[src/rtl/core/ckrb_pkg.sv]
// package for the color keyed rectangle blitter
// register indexes, field widths and the stage payload type; no dependencies
`timescale 1ns / 1ps
`default_nettype none

package ckrb_pkg;

  localparam int DIM_W   = 13;
  localparam int POS_W   = 12;
  localparam int PIX_W   = 32;
  localparam int IDX_W   = 24;
  localparam int MODE_W  = 3;
  localparam int CFG_IDX_W = 3;
  localparam int CFG_DATA_W = 32;

  localparam int MODE_SIXTEEN = 0;
  localparam int MODE_FLIP    = 1;
  localparam int MODE_KEYED   = 2;

  typedef enum logic [CFG_IDX_W-1:0] {
    REG_SURFACE_WIDTH  = 3'd0,
    REG_SURFACE_HEIGHT = 3'd1,
    REG_RECT_X         = 3'd2,
    REG_RECT_Y         = 3'd3,
    REG_RECT_W         = 3'd4,
    REG_RECT_H         = 3'd5,
    REG_MODE           = 3'd6,
    REG_COLOR_KEY      = 3'd7
  } cfg_reg_t;

  localparam logic [DIM_W-1:0]  SURFACE_WIDTH_RST  = 13'd640;
  localparam logic [DIM_W-1:0]  SURFACE_HEIGHT_RST = 13'd480;
  localparam logic [DIM_W-1:0]  RECT_SIDE_RST      = 13'd1;
  localparam logic [MODE_W-1:0] MODE_RST           = 3'd2;

  // address stage result, consumed by the index stage
  typedef struct packed {
    logic [DIM_W-1:0] row;
    logic [DIM_W-1:0] col;
    logic [PIX_W-1:0] pixel;
    logic             out_of_range;
    logic             write_enable;
    logic             last_pixel;
  } stage_t;

endpackage

`default_nettype wire

[src/rtl/core/ckrb_if.sv]
// stream interfaces of the color keyed rectangle blitter
// source pixel channel and result channel; depends on ckrb_pkg
`timescale 1ns / 1ps
`default_nettype none

interface ckrb_pix_if import ckrb_pkg::*; ();
  logic             valid;
  logic             ready;
  logic [PIX_W-1:0] pixel_in;

  modport source (output valid, output pixel_in, input ready);
  modport sink   (input valid, input pixel_in, output ready);
endinterface

interface ckrb_res_if import ckrb_pkg::*; ();
  logic             valid;
  logic             ready;
  logic [IDX_W-1:0] write_index;
  logic [PIX_W-1:0] pixel_out;
  logic             write_enable;
  logic             out_of_range;
  logic             last_pixel;

  modport source (output valid, output write_index, output pixel_out, output write_enable,
                  output out_of_range, output last_pixel, input ready);
  modport sink   (input valid, input write_index, input pixel_out, input write_enable,
                  input out_of_range, input last_pixel, output ready);
endinterface

`default_nettype wire

[src/rtl/core/color_keyed_rect_blit_top.sv]
// color keyed rectangle blitter, top level
// depends on ckrb_pkg and the stream interfaces in ckrb_if
// pipeline: a pixel transaction is registered in the address stage, then in the index stage, before its result
// throughput: 1 pixel per cycle unless results.ready stalls; the index stage holds one 13 x 13 multiply
// reset: synchronous; registers return to their defaults, walk counters and
// the valid flags of both pipeline stages are cleared
`timescale 1ns / 1ps
`default_nettype none

module color_keyed_rect_blit_top import ckrb_pkg::*; #(
  parameter int MAX_SIDE = 4096
) (
  input  wire logic                  clk,
  input  wire logic                  rst,
  input  wire logic                  cfg_write,
  input  wire logic [CFG_IDX_W-1:0]  cfg_index,
  input  wire logic [CFG_DATA_W-1:0] cfg_data,
  ckrb_pix_if.sink                   pixels,
  ckrb_res_if.source                 results
);

  localparam int CNT_W  = $clog2(MAX_SIDE);
  localparam int SIDE_W = $clog2(MAX_SIDE + 1);
  localparam int CMP_W  = (SIDE_W > DIM_W) ? SIDE_W : DIM_W;
  localparam int SUM_W  = ((CNT_W > POS_W) ? CNT_W : POS_W) + 1;
  localparam int SR_W   = SUM_W + 2;

  // configuration
  logic [DIM_W-1:0]  surface_width;
  logic [DIM_W-1:0]  surface_height;
  logic [POS_W-1:0]  rect_x;
  logic [POS_W-1:0]  rect_y;
  logic [DIM_W-1:0]  rect_w;
  logic [DIM_W-1:0]  rect_h;
  logic [MODE_W-1:0] mode;
  logic [PIX_W-1:0]  color_key;

  logic [CNT_W-1:0]  col_cnt;
  logic [CNT_W-1:0]  row_cnt;

  logic              s1_valid;
  stage_t            s1;
  stage_t            s1_next;
  logic              res_valid;

  logic              accept;
  logic              advance;

  logic [CMP_W-1:0]  w_side;
  logic [CMP_W-1:0]  h_side;
  logic              col_wrap;
  logic              row_wrap;
  logic [SUM_W-1:0]  col_sum;
  logic [SUM_W-1:0]  row_sum;
  logic [SR_W-1:0]   flip_row;
  logic [SR_W-1:0]   row_eff;
  logic              row_neg;
  logic              sixteen;
  logic              oor;
  logic              skip;
  logic [PIX_W-1:0]  pix;
  logic [2*DIM_W-1:0] idx_full;

  always_ff @(posedge clk) begin
    if (rst) begin
      surface_width  <= SURFACE_WIDTH_RST;
      surface_height <= SURFACE_HEIGHT_RST;
      rect_x         <= '0;
      rect_y         <= '0;
      rect_w         <= RECT_SIDE_RST;
      rect_h         <= RECT_SIDE_RST;
      mode           <= MODE_RST;
      color_key      <= '0;
    end else if (cfg_write) begin
      case (cfg_reg_t'(cfg_index))
        REG_SURFACE_WIDTH:  surface_width  <= cfg_data[DIM_W-1:0];
        REG_SURFACE_HEIGHT: surface_height <= cfg_data[DIM_W-1:0];
        REG_RECT_X:         rect_x         <= cfg_data[POS_W-1:0];
        REG_RECT_Y:         rect_y         <= cfg_data[POS_W-1:0];
        REG_RECT_W:         rect_w         <= cfg_data[DIM_W-1:0];
        REG_RECT_H:         rect_h         <= cfg_data[DIM_W-1:0];
        REG_MODE:           mode           <= cfg_data[MODE_W-1:0];
        REG_COLOR_KEY:      color_key      <= cfg_data[PIX_W-1:0];
        default:            color_key      <= color_key;
      endcase
    end
  end

  // side clamp to 1 .. MAX_SIDE
  always_comb begin
    w_side = CMP_W'(rect_w);
    h_side = CMP_W'(rect_h);
    if (w_side == '0) w_side = CMP_W'(1);
    if (h_side == '0) h_side = CMP_W'(1);
    if (w_side > CMP_W'(MAX_SIDE)) w_side = CMP_W'(MAX_SIDE);
    if (h_side > CMP_W'(MAX_SIDE)) h_side = CMP_W'(MAX_SIDE);
  end

  assign col_wrap = (CMP_W'(col_cnt) + CMP_W'(1)) >= w_side;
  assign row_wrap = (CMP_W'(row_cnt) + CMP_W'(1)) >= h_side;

  assign advance = !res_valid || results.ready;
  assign pixels.ready = !s1_valid || advance;
  assign accept = pixels.valid && pixels.ready;

  always_ff @(posedge clk) begin
    if (rst || cfg_write) begin
      col_cnt <= '0;
      row_cnt <= '0;
    end else if (accept) begin
      if (col_wrap) begin
        col_cnt <= '0;
        row_cnt <= row_wrap ? '0 : row_cnt + CNT_W'(1);
      end else begin
        col_cnt <= col_cnt + CNT_W'(1);
      end
    end
  end

  // address stage
  assign sixteen  = mode[MODE_SIXTEEN];
  assign col_sum  = SUM_W'(rect_x) + SUM_W'(col_cnt);
  assign row_sum  = SUM_W'(rect_y) + SUM_W'(row_cnt);
  assign flip_row = SR_W'(surface_height) - SR_W'(1) - SR_W'(row_sum);
  assign row_eff  = mode[MODE_FLIP] ? flip_row : SR_W'(row_sum);
  assign row_neg  = mode[MODE_FLIP] && flip_row[SR_W-1];
  assign pix      = sixteen ? {16'h0000, pixels.pixel_in[15:0]} : pixels.pixel_in;
  assign oor      = row_neg || (row_eff >= SR_W'(surface_height))
                    || (SR_W'(col_sum) >= SR_W'(surface_width));
  assign skip     = mode[MODE_KEYED] && !sixteen && (pix == color_key);

  always_comb begin
    s1_next.row          = row_eff[DIM_W-1:0];
    s1_next.col          = col_sum[DIM_W-1:0];
    s1_next.pixel        = pix;
    s1_next.out_of_range = oor;
    s1_next.write_enable = !oor && !skip;
    s1_next.last_pixel   = col_wrap && row_wrap;
  end

  always_ff @(posedge clk) begin
    if (rst) begin
      s1_valid <= 1'b0;
    end else if (pixels.ready) begin
      s1_valid <= pixels.valid;
    end
  end

  always_ff @(posedge clk) begin
    if (accept) begin
      s1 <= s1_next;
    end
  end

  // index stage
  assign idx_full = (2*DIM_W)'(s1.row) * (2*DIM_W)'(surface_width) + (2*DIM_W)'(s1.col);

  always_ff @(posedge clk) begin
    if (rst) begin
      res_valid <= 1'b0;
    end else if (advance) begin
      res_valid <= s1_valid;
    end
  end

  always_ff @(posedge clk) begin
    if (advance && s1_valid) begin
      results.write_index  <= s1.out_of_range ? '0 : idx_full[IDX_W-1:0];
      results.pixel_out    <= s1.pixel;
      results.write_enable <= s1.write_enable;
      results.out_of_range <= s1.out_of_range;
      results.last_pixel   <= s1.last_pixel;
    end
  end

  assign results.valid = res_valid;

  a_oor_no_write: assert property (@(posedge clk) disable iff (rst)
    results.valid && results.out_of_range |-> !results.write_enable && results.write_index == '0)
    else $error("out of range result marked for write");

  a_col_bound: assert property (@(posedge clk) disable iff (rst)
    CMP_W'(col_cnt) < w_side && CMP_W'(row_cnt) < h_side)
    else $error("walk counter beyond rectangle");

  a_cfg_restart: assert property (@(posedge clk) disable iff (rst)
    cfg_write |=> col_cnt == '0 && row_cnt == '0)
    else $error("walk counters not restarted by register write");

endmodule

`default_nettype wire
[src/flat_wrapper.sv]
// flat-port wrapper written by rule: the top's interface ports become plain ports
module color_keyed_rect_blit_top_flat import ckrb_pkg::*;
#(
  parameter int MAX_SIDE = 4096
)
  (clk, rst, cfg_write, cfg_index, cfg_data, pixels_valid, pixels_pixel_in, pixels_ready, results_valid, results_write_index, results_pixel_out, results_write_enable, results_out_of_range, results_last_pixel, results_ready);
  ckrb_pix_if pixels_i ();
  ckrb_res_if results_i ();
  input  wire logic clk;
  input  wire logic rst;
  input  wire logic cfg_write;
  input  wire logic [CFG_IDX_W-1:0] cfg_index;
  input  wire logic [CFG_DATA_W-1:0] cfg_data;
  input wire logic [$bits(pixels_i.valid)-1:0] pixels_valid;
  input wire logic [$bits(pixels_i.pixel_in)-1:0] pixels_pixel_in;
  output wire logic [$bits(pixels_i.ready)-1:0] pixels_ready;
  output wire logic [$bits(results_i.valid)-1:0] results_valid;
  output wire logic [$bits(results_i.write_index)-1:0] results_write_index;
  output wire logic [$bits(results_i.pixel_out)-1:0] results_pixel_out;
  output wire logic [$bits(results_i.write_enable)-1:0] results_write_enable;
  output wire logic [$bits(results_i.out_of_range)-1:0] results_out_of_range;
  output wire logic [$bits(results_i.last_pixel)-1:0] results_last_pixel;
  input wire logic [$bits(results_i.ready)-1:0] results_ready;
  assign pixels_i.valid = pixels_valid;
  assign pixels_i.pixel_in = pixels_pixel_in;
  assign pixels_ready = pixels_i.ready;
  assign results_valid = results_i.valid;
  assign results_write_index = results_i.write_index;
  assign results_pixel_out = results_i.pixel_out;
  assign results_write_enable = results_i.write_enable;
  assign results_out_of_range = results_i.out_of_range;
  assign results_last_pixel = results_i.last_pixel;
  assign results_i.ready = results_ready;
  color_keyed_rect_blit_top #(.MAX_SIDE(MAX_SIDE)) u_core (.clk(clk), .rst(rst), .cfg_write(cfg_write), .cfg_index(cfg_index), .cfg_data(cfg_data), .pixels(pixels_i), .results(results_i));
endmodule
[config.mk]
export PLATFORM = sky130hd
export DESIGN_NAME = color_keyed_rect_blit_top_flat
export DESIGN_NICKNAME = d
export VERILOG_FILES = /design/src/rtl/core/ckrb_pkg.sv /design/src/rtl/core/ckrb_if.sv /design/src/rtl/core/color_keyed_rect_blit_top.sv /design/src/flat_wrapper.sv
export SDC_FILE = /design/constraint.sdc
export NUM_CORES = 1
export LEC_CHECK = 0
export BUFFER_PORTS_ARGS = -buffer_cell sky130_fd_sc_hd__buf_2
export CAP_MARGIN = 20
export CELL_PAD_IN_SITES_DETAIL_PLACEMENT = 1
export CELL_PAD_IN_SITES_GLOBAL_PLACEMENT = 1
export CORE_ASPECT_RATIO = 0.9
export CORE_MARGIN = 4
export CORE_UTILIZATION = 48
export CTS_CLUSTER_DIAMETER = 40
export CTS_CLUSTER_SIZE = 30
export DETAILED_ROUTE_END_ITERATION = 12
export GPL_TIMING_DRIVEN = 1
export PLACE_DENSITY = 0.86
export SYNTH_ARGS = -nofsm -noshare
export SYNTH_HDL_FRONTEND = slang
export SYNTH_SLANG_ARGS = --single-unit
[constraint.sdc]
create_clock -name clk -period 6.9 [get_ports clk]
set_input_delay 0.345 -clock clk [delete_from_list [all_inputs] [get_ports clk]]
set_output_delay 0.345 -clock clk [all_outputs]
set_load 0.02 [all_outputs]
==> results by group, run 1 <==
Timing
  • Slew headroom: 23.3%
  • Fin crit share: 95.4%
  • RSZ-0062 raised after global routing: false
  • Clock period minus worst slack: 6590 ps
  • TNS Setup: 0 ps
  • Slew Limit Fails: 0
  • Fin Clk Skew: 56.7 ps
  • Final Hold Fails: 1
  • Hold Slack: -4.88 ps
  • Slew @ Worst Pin: 1150 ps
  • Fmax: 152 MHz
  • Setup ws final: 314 ps
  • Setup violators final: 0

Clocking
  • Clk root buf: clkbuf_16
  • CTS Buf Count: 42
  • Clock transition at the registers of the reported paths: 90 ps
  • Post-CTS sizing: 0
  • TritonCTS clock tree: yes
  • H-tree lvl count: 2
  • Clk_lat worst skew: 610 ps
  • Clock Sinks: 257
  • Clock tree buffer depth: 3

Worst setup path
  • Max Fanout on Critical Path: 15
  • Worst Setup Start Kind: flip-flop
  • CP top delay family: adder cells
  • Slowest cell delay on critical path: 570 ps
  • WP data required: 7210 ps
  • R2R cell count: 19
  • Max stage delay cell, worst path: fa_1
  • Crit-path cells: and2_1, fa_1, inv_1, fa_1, inv_1, fa_1, ha_1, fa_1, inv_1, fa_1, inv_1, ha_1, a211oi_1, o211ai_1, a211oi_1, o2111ai_1, a41oi_1, or4b_1, nand3_1
  • Most frequent CP cell: fa_1
  • WP data arrival: 6890 ps
  • Setup CP Type: flip-flop to flip-flop
  • Stages on the worst setup path: 19
  • Crit end category: flip-flop
  • Worst Path Buf+Inv: 4

Global routing
  • First-pass GRT wire length: 103,000 microns
  • Vias in the first global route: 17,700
  • All-Layer GR Usage: 31.1%
  • Initial antenna violation count: 4
  • Largest net degree at the start of global routing: 79
  • GRT Residual Overflow: 0

Logic synthesis
  • Multiplexer area fraction after synthesis: 0.273%
  • Number of synthesis warnings: 0
  • Post-synthesis simple-gate area fraction: 17.0%
  • Synth Area in XOR/XNOR: 5.14%
  • Count leader, synth: nand2_1
  • Synth Area in Adders: 25.5%
  • Synth cell types: 70
  • Avg Inst Size Synth: 9.31 sq um
  • Seq/Total Area, Yosys: 33.8%
  • Dominant cell type by area after synthesis: edfxtp_1
  • Compound-cell area share of the yosys netlist: 11.9%
  • Post-synth top flop: dfxtp_1
  • Register bit total from synthesis: 257
  • Largest family of logic cells by synthesized area: adder cells
  • Number of synthesized flops with an enable pin: 120
  • Syn Inst Count: 2,017
  • Cell Area, Synth: 0.0188 sq mm
  • Largest cells by area after synthesis: edfxtp_1 (19%), dfxtp_1 (15%), fa_1 (14%)
  • Post-synth top area share: 19.2%
  • Syn nets: 2,392
  • Post-synth ARST share: 0%
  • Commonest cells post-synth: nand2_1 (353), inv_1 (233), ha_1 (171)

Place
  • Dpl hpwl: 42,100 microns
  • Port bufs: 132
  • Pre-CTS setup slack: 365 ps
  • Placed cells: 2,608
  • DP Area: 0.0199 sq mm
  • GP Congestion: 0.877

Floorplanning
  • Die width: 216 microns
  • Die H: 196 microns
  • Initial Util: 48.8%
  • Die area: 0.0424 sq mm
  • Core area: 0.0385 sq mm
  • I/O pin count: 133
  • Row Count: 68

Power
  • Clock network power share: 40.3%
  • Pwr Total: 5.63 mW
  • Leak: 9.44 nW
  • Internal Pwr Total: 3.69 mW
  • Comb pwr share: 28.2%
  • Sequential share of power: 31.4%
  • Sw power: 1.94 mW
  • Net Sw Frac: 34.5%
  • Cell Pwr Density: 260 mW/mm^2
  • Peak supply drop: 179 uV

Worst hold path
  • Hold depth: 3
  • Hold Path Class: input port to flip-flop

Final layout
  • Design area: 0.0217 sq mm
  • Layout cell share with drive strength beyond 1: 11.0%
  • Fin cells: 2,714
  • Nets: 2,528
  • Post-layout util: 56.3%
  • Area grow syn2layout: 15.4%

Detailed routing
  • Routed WL per cell: 24.4 microns
  • Via density: 5.95
  • Post-route antenna net violation count: 0
  • DRC viols: 0
  • Detailed Route WL: 66,300 microns
  • Starting DRC count in detailed routing: 1,558
  • DR pass1 iterations: 5
  • Via Count: 16,100

Job
  • Max-cap viol count: 0

Outcome
  • Outcome: complete, but fails checks
  • Failing checks: negative hold slack
-- cell usage in the layout, fill, tap and decap left out, types with 6 or more instances in the layout --
cell and n:
ha_1 171, dfxtp_1 137, buf_2 131, a21oi_1 150
edfxtp_1 120, nand3_1 36, clkbuf_16 42, nand4_1 16
nor2_1 61, a32o_1 15, fa_1 132, a31oi_1 6
inv_1 232, o21bai_1 7, xor2_1 39, nor3b_1 6
o21ai_0 46, o21a_1 17, nor3_1 33, a211oi_1 12
nor4_1 9, nand2b_1 11, dlygate4sd3_1 23, and3_1 17
xnor2_1 66, o211ai_1 7, buf_4 20, and2_1 80
a21o_1 26, o31ai_1 6, nor2b_1 31, nand2_1 353
clkbuf_8 8, a211o_1 21
-- kinds of logic (layout without fill, tap and decap cells) --
group / after synthesis / in the layout
buffers and inverters: 316 / 486
AO/OA/AOI/OAI: 347 / 347
XOR/XNOR: 107 / 107
multiplexers: 5 / 5
AND/OR/NAND/NOR: 682 / 682
other: 0 / 2
flip-flops: 257 / 257
adder cells (fa/ha/maj): 303 / 303
-- tightest hold or removal path, cell delays in order --
cell and delay, ps:
buf_2 100, nand2_1 60, a21oi_1 60
-- registers in the layout (all words and copies together) (netlist names), 13 cells and up --
signal / flops
u_core.surface_width: 13
u_core.rect_h: 13
u_core.results.write_index: 24
u_core.surface_height: 13
u_core.s1: 61
u_core.color_key: 32
u_core.rect_w: 13
u_core.results.pixel_out: 32
-- worst paths after layout --
check                          startpoint                              to  slack, ps
setup reg to reg  u_core.surface_width[3]  u_core.results.write_index[22]        310
hold reg to reg              u_core.s1[0]       u_core.results.last_pixel        410
hold / removal               cfg_data[23]            u_core.color_key[23]         -5
setup / recovery  u_core.surface_width[3]  u_core.results.write_index[22]        310
-- area by class of cell --
class	count	area [sq um]
fillers	4367	16800
multi-input cells	1444	11200
flip-flops and latches	257	6350
clock buffers	55	1180
repair buffers	175	1050
inverters	233	875
well taps	525	657
clock inverters	23	302
diodes	2	5.00
-- power groups by stage --
stage / Sequential, mW / Combinational, mW / Clock, mW
6_report: 1.77 / 1.59 / 2.27
5_1_grt: 1.78 / 1.75 / 2.36
4_1_cts: 1.77 / 1.54 / 2.24
3_5_place_dp: 1.80 / 1.48 / 0
3_3_place_gp: 1.79 / 1.37 / 0
2_1_floorplan: 1.81 / 1.01 / 0
-- per-layer routing --
layer	global-route usage, %	up-vias	routed length, microns
li1	-	7029	-
met1	37.3	8174	25500
met2	53.8	710	32700
met3	5.27	223	4180
met4	16.1	2	3910
met5	0	-	13
-- repair_timing --
item	4_1_cts	5_1_grt
hold buffers	23	0
endpoints found under the setup margin	0	1
setup buffers	0	2
hold endpoints to repair	23	0
No activity file was read; power rests on OpenSTA's default activity.
==> run 2: changes to the inputs <==
--- a/config.mk
+++ b/config.mk
@@ -17,6 +17,7 @@
 export DETAILED_ROUTE_END_ITERATION = 12
 export GPL_TIMING_DRIVEN = 1
 export PLACE_DENSITY = 0.86
+export REMOVE_ABC_BUFFERS = 1
 export SYNTH_ARGS = -nofsm -noshare
 export SYNTH_HDL_FRONTEND = slang
 export SYNTH_SLANG_ARGS = --single-unit
==> results by group, run 2 (synthesized netlist as in run 1, its figures left out) <==
Worst setup path
  • Max Fanout on Critical Path: 13 (-2)
  • Worst Setup Start Kind: flip-flop
  • Setup CP Type: flip-flop to flip-flop
  • WP data required: 7190 ps (-20 ps)
  • R2r startpoint: u_core.s1[53]
  • Crit end category: flip-flop
  • Crit. Startpoint: u_core.s1[53]
  • WP data arrival: 6820 ps (-70 ps)

Global routing
  • GRT Residual Overflow: 0 (unchanged)
  • Vias in the first global route: 17,600 (-0.61%)
  • Initial antenna violation count: 1 (-3)
  • First-pass GRT wire length: 97,200 microns (-5.4%)
  • Largest net degree at the start of global routing: 71 (-10%)
  • All-Layer GR Usage: 28.7% (-2.4 points)

Place
  • Dpl hpwl: 42,500 microns (+1.0%)
  • Port bufs: 132 (unchanged)
  • GP Congestion: 0.877 (about the same)

Final layout
  • Post-layout util: 55.6% (-0.71 points)
  • Layout cell share with drive strength beyond 1: 11.2% (+0.25 points)
  • Most frequent cells in the layout: nand2_1 (353), inv_1 (232), ha_1 (171)
  • Reg with most FFs: u_core.s1
  • Max reg flops: 61 (unchanged)
  • Nets: 2,508 (-0.79%)
  • Biggest regs: u_core.s1: 61 flops, u_core.color_key: 32 flops, u_core.results.pixel_out: 32 flops
  • Most common cell after layout, fill and taps aside: nand2_1
  • Area grow syn2layout: 13.9%

Timing
  • Fin Clk Skew: 33.5 ps (-23.3 ps)
  • TNS Setup: 0 ps (unchanged)
  • Slew Limit Fails: 0 (unchanged)
  • Slew @ Worst Pin: 1140 ps (-11.4 ps)
  • Final Hold Fails: 0 (-1)
  • Setup violators final: 0 (unchanged)
  • RSZ-0062 raised after global routing: false
  • Fmax: 153 MHz (+0.83%)
  • Clock period minus worst slack: 6530 ps (-54.3 ps)
  • Slew headroom: 23.8% (+0.48 points)
  • Fin crit share: 94.7% (-0.79 points)

Floorplanning
  • Row Count: 68 (unchanged)
  • I/O pin count: 133 (unchanged)
  • Core area: 0.0385 sq mm (unchanged)
  • Die area: 0.0424 sq mm (unchanged)
  • Initial Util: 48.8% (unchanged)
  • Die H: 196 microns (unchanged)
  • Die width: 216 microns (unchanged)

Clocking
  • Clock Sinks: 257 (unchanged)
  • Clk root buf: clkbuf_16
  • TritonCTS clock tree: yes
  • Clock tree buffer depth: 3 (unchanged)
  • H-tree lvl count: 2 (unchanged)
  • CTS Buf Count: 41 (-2.4%)
  • Clock transition at the registers of the reported paths: 60 ps (-30 ps)
  • Clk_lat worst skew: 560 ps (-50 ps)

Detailed routing
  • Post-route antenna net violation count: 0 (unchanged)
  • Via Count: 15,800 (-2.2%)
  • Detailed Route WL: 61,700 microns (-6.9%)
  • DR pass1 iterations: 5 (unchanged)
  • DRC viols: 0 (unchanged)
  • Via density: 5.87 (-1.3%)
  • Starting DRC count in detailed routing: 1,201 (-23%)
  • Routed WL per cell: 22.9 microns (-6.1%)

Power
  • Peak supply drop: 200 uV (+12%)
  • Leak: 9.31 nW (-1.4%)
  • Cell Pwr Density: 254 mW/mm^2 (-2.4%)

Outcome
  • Outcome: completed

Job
  • Max-cap viol count: 0 (unchanged)

Worst hold path
  • Worst hold path startpoint: pixels_pixel_in[12]
  • Hold Path Class: input port to flip-flop
==> run 2: changes by cell type in the layout (fill, tap and decap cells not counted), sizes merged <==
cell / previous run / this run
clkbuf: 55 / 48
bufinv: 4 / 3
diode: 2 / 1
dlygate4sd3: 23 / 1
clkinv: 10 / 12
clkinvlp: 4 / 7
buf: 152 / 154
inv: 238 / 239
==> run 2: repair_timing <==
item                                   4_1_cts  5_1_grt
hold buffers                                 1        0
gates resized for setup                      0        2
endpoints found under the hold margin        1        0
setup endpoints to repair                    0        5
setup buffers                                0        3
==> run 2: path summary, 6_finish.rpt <==
path	end	cells after the start	slack, ps
worst min register to register	u_core.results.pixel_out[24]	0	420
worst min-delay path	u_core.s1[15]	1	20
worst max-delay path	u_core.results.write_index[21]	21	370
worst max register to register	u_core.results.write_index[21]	21	370
==> run 2: worst max-delay path: stages (launching register included) <==
cell and delay (ps):
edfxtp_1 590, and2_1 270, fa_1 560, inv_1 80, fa_1 550, inv_1 60, fa_1 530, inv_1 60
fa_1 460, fa_1 550, inv_1 50, fa_1 450, ha_1 370, a211oi_1 90, o211ai_1 130, a41oi_1 170
buf_4 180, o31ai_1 520, o31ai_2 140, o21ai_1 260, xnor2_1 150, nor2_1 50
==> run 2: per-layer routing <==
metal / wire length (microns) / track usage [%]
met1: 24600 / 35.9
met2: 30700 / 50.3
met3: 3800 / 4.31
met4: 2610 / 10.9
met5: 0 / 0
==> run 2: layout make-up <==
cell class                      instances  area (sq um)
Antenna cell                            1          2.50
Clock buffer                           47          1100
Clock inverter                         28           297
Fill cell                            4430         17100
Inverter                              233           875
Multi-Input combinational cell       1444         11300
Sequential cell                       257          6350
Tap cell                              525           657
Timing Repair Buffer                  156           852
==> run 2: report_power, final <==
part	switching [mW]	internal (mW)
Combinational	0.949	0.581
Sequential	0.0674	1.71
Clock	0.842	1.28
Total	1.86	3.57
==> run 2: metrics by stage <==
step	total power [mW]	setup slack, ps	area, sq um	cells	hold slack [ps]
after global placement	3.15	668	19900	2609	401
after global routing	5.69	88.8	21400	2691	2.29
final	5.43	368	21400	2691	18.1
after floorplan	2.80	979	18500	1934	400
after CTS	5.42	283	21300	2685	1.56
after detailed placement	3.27	385	19900	2609	405
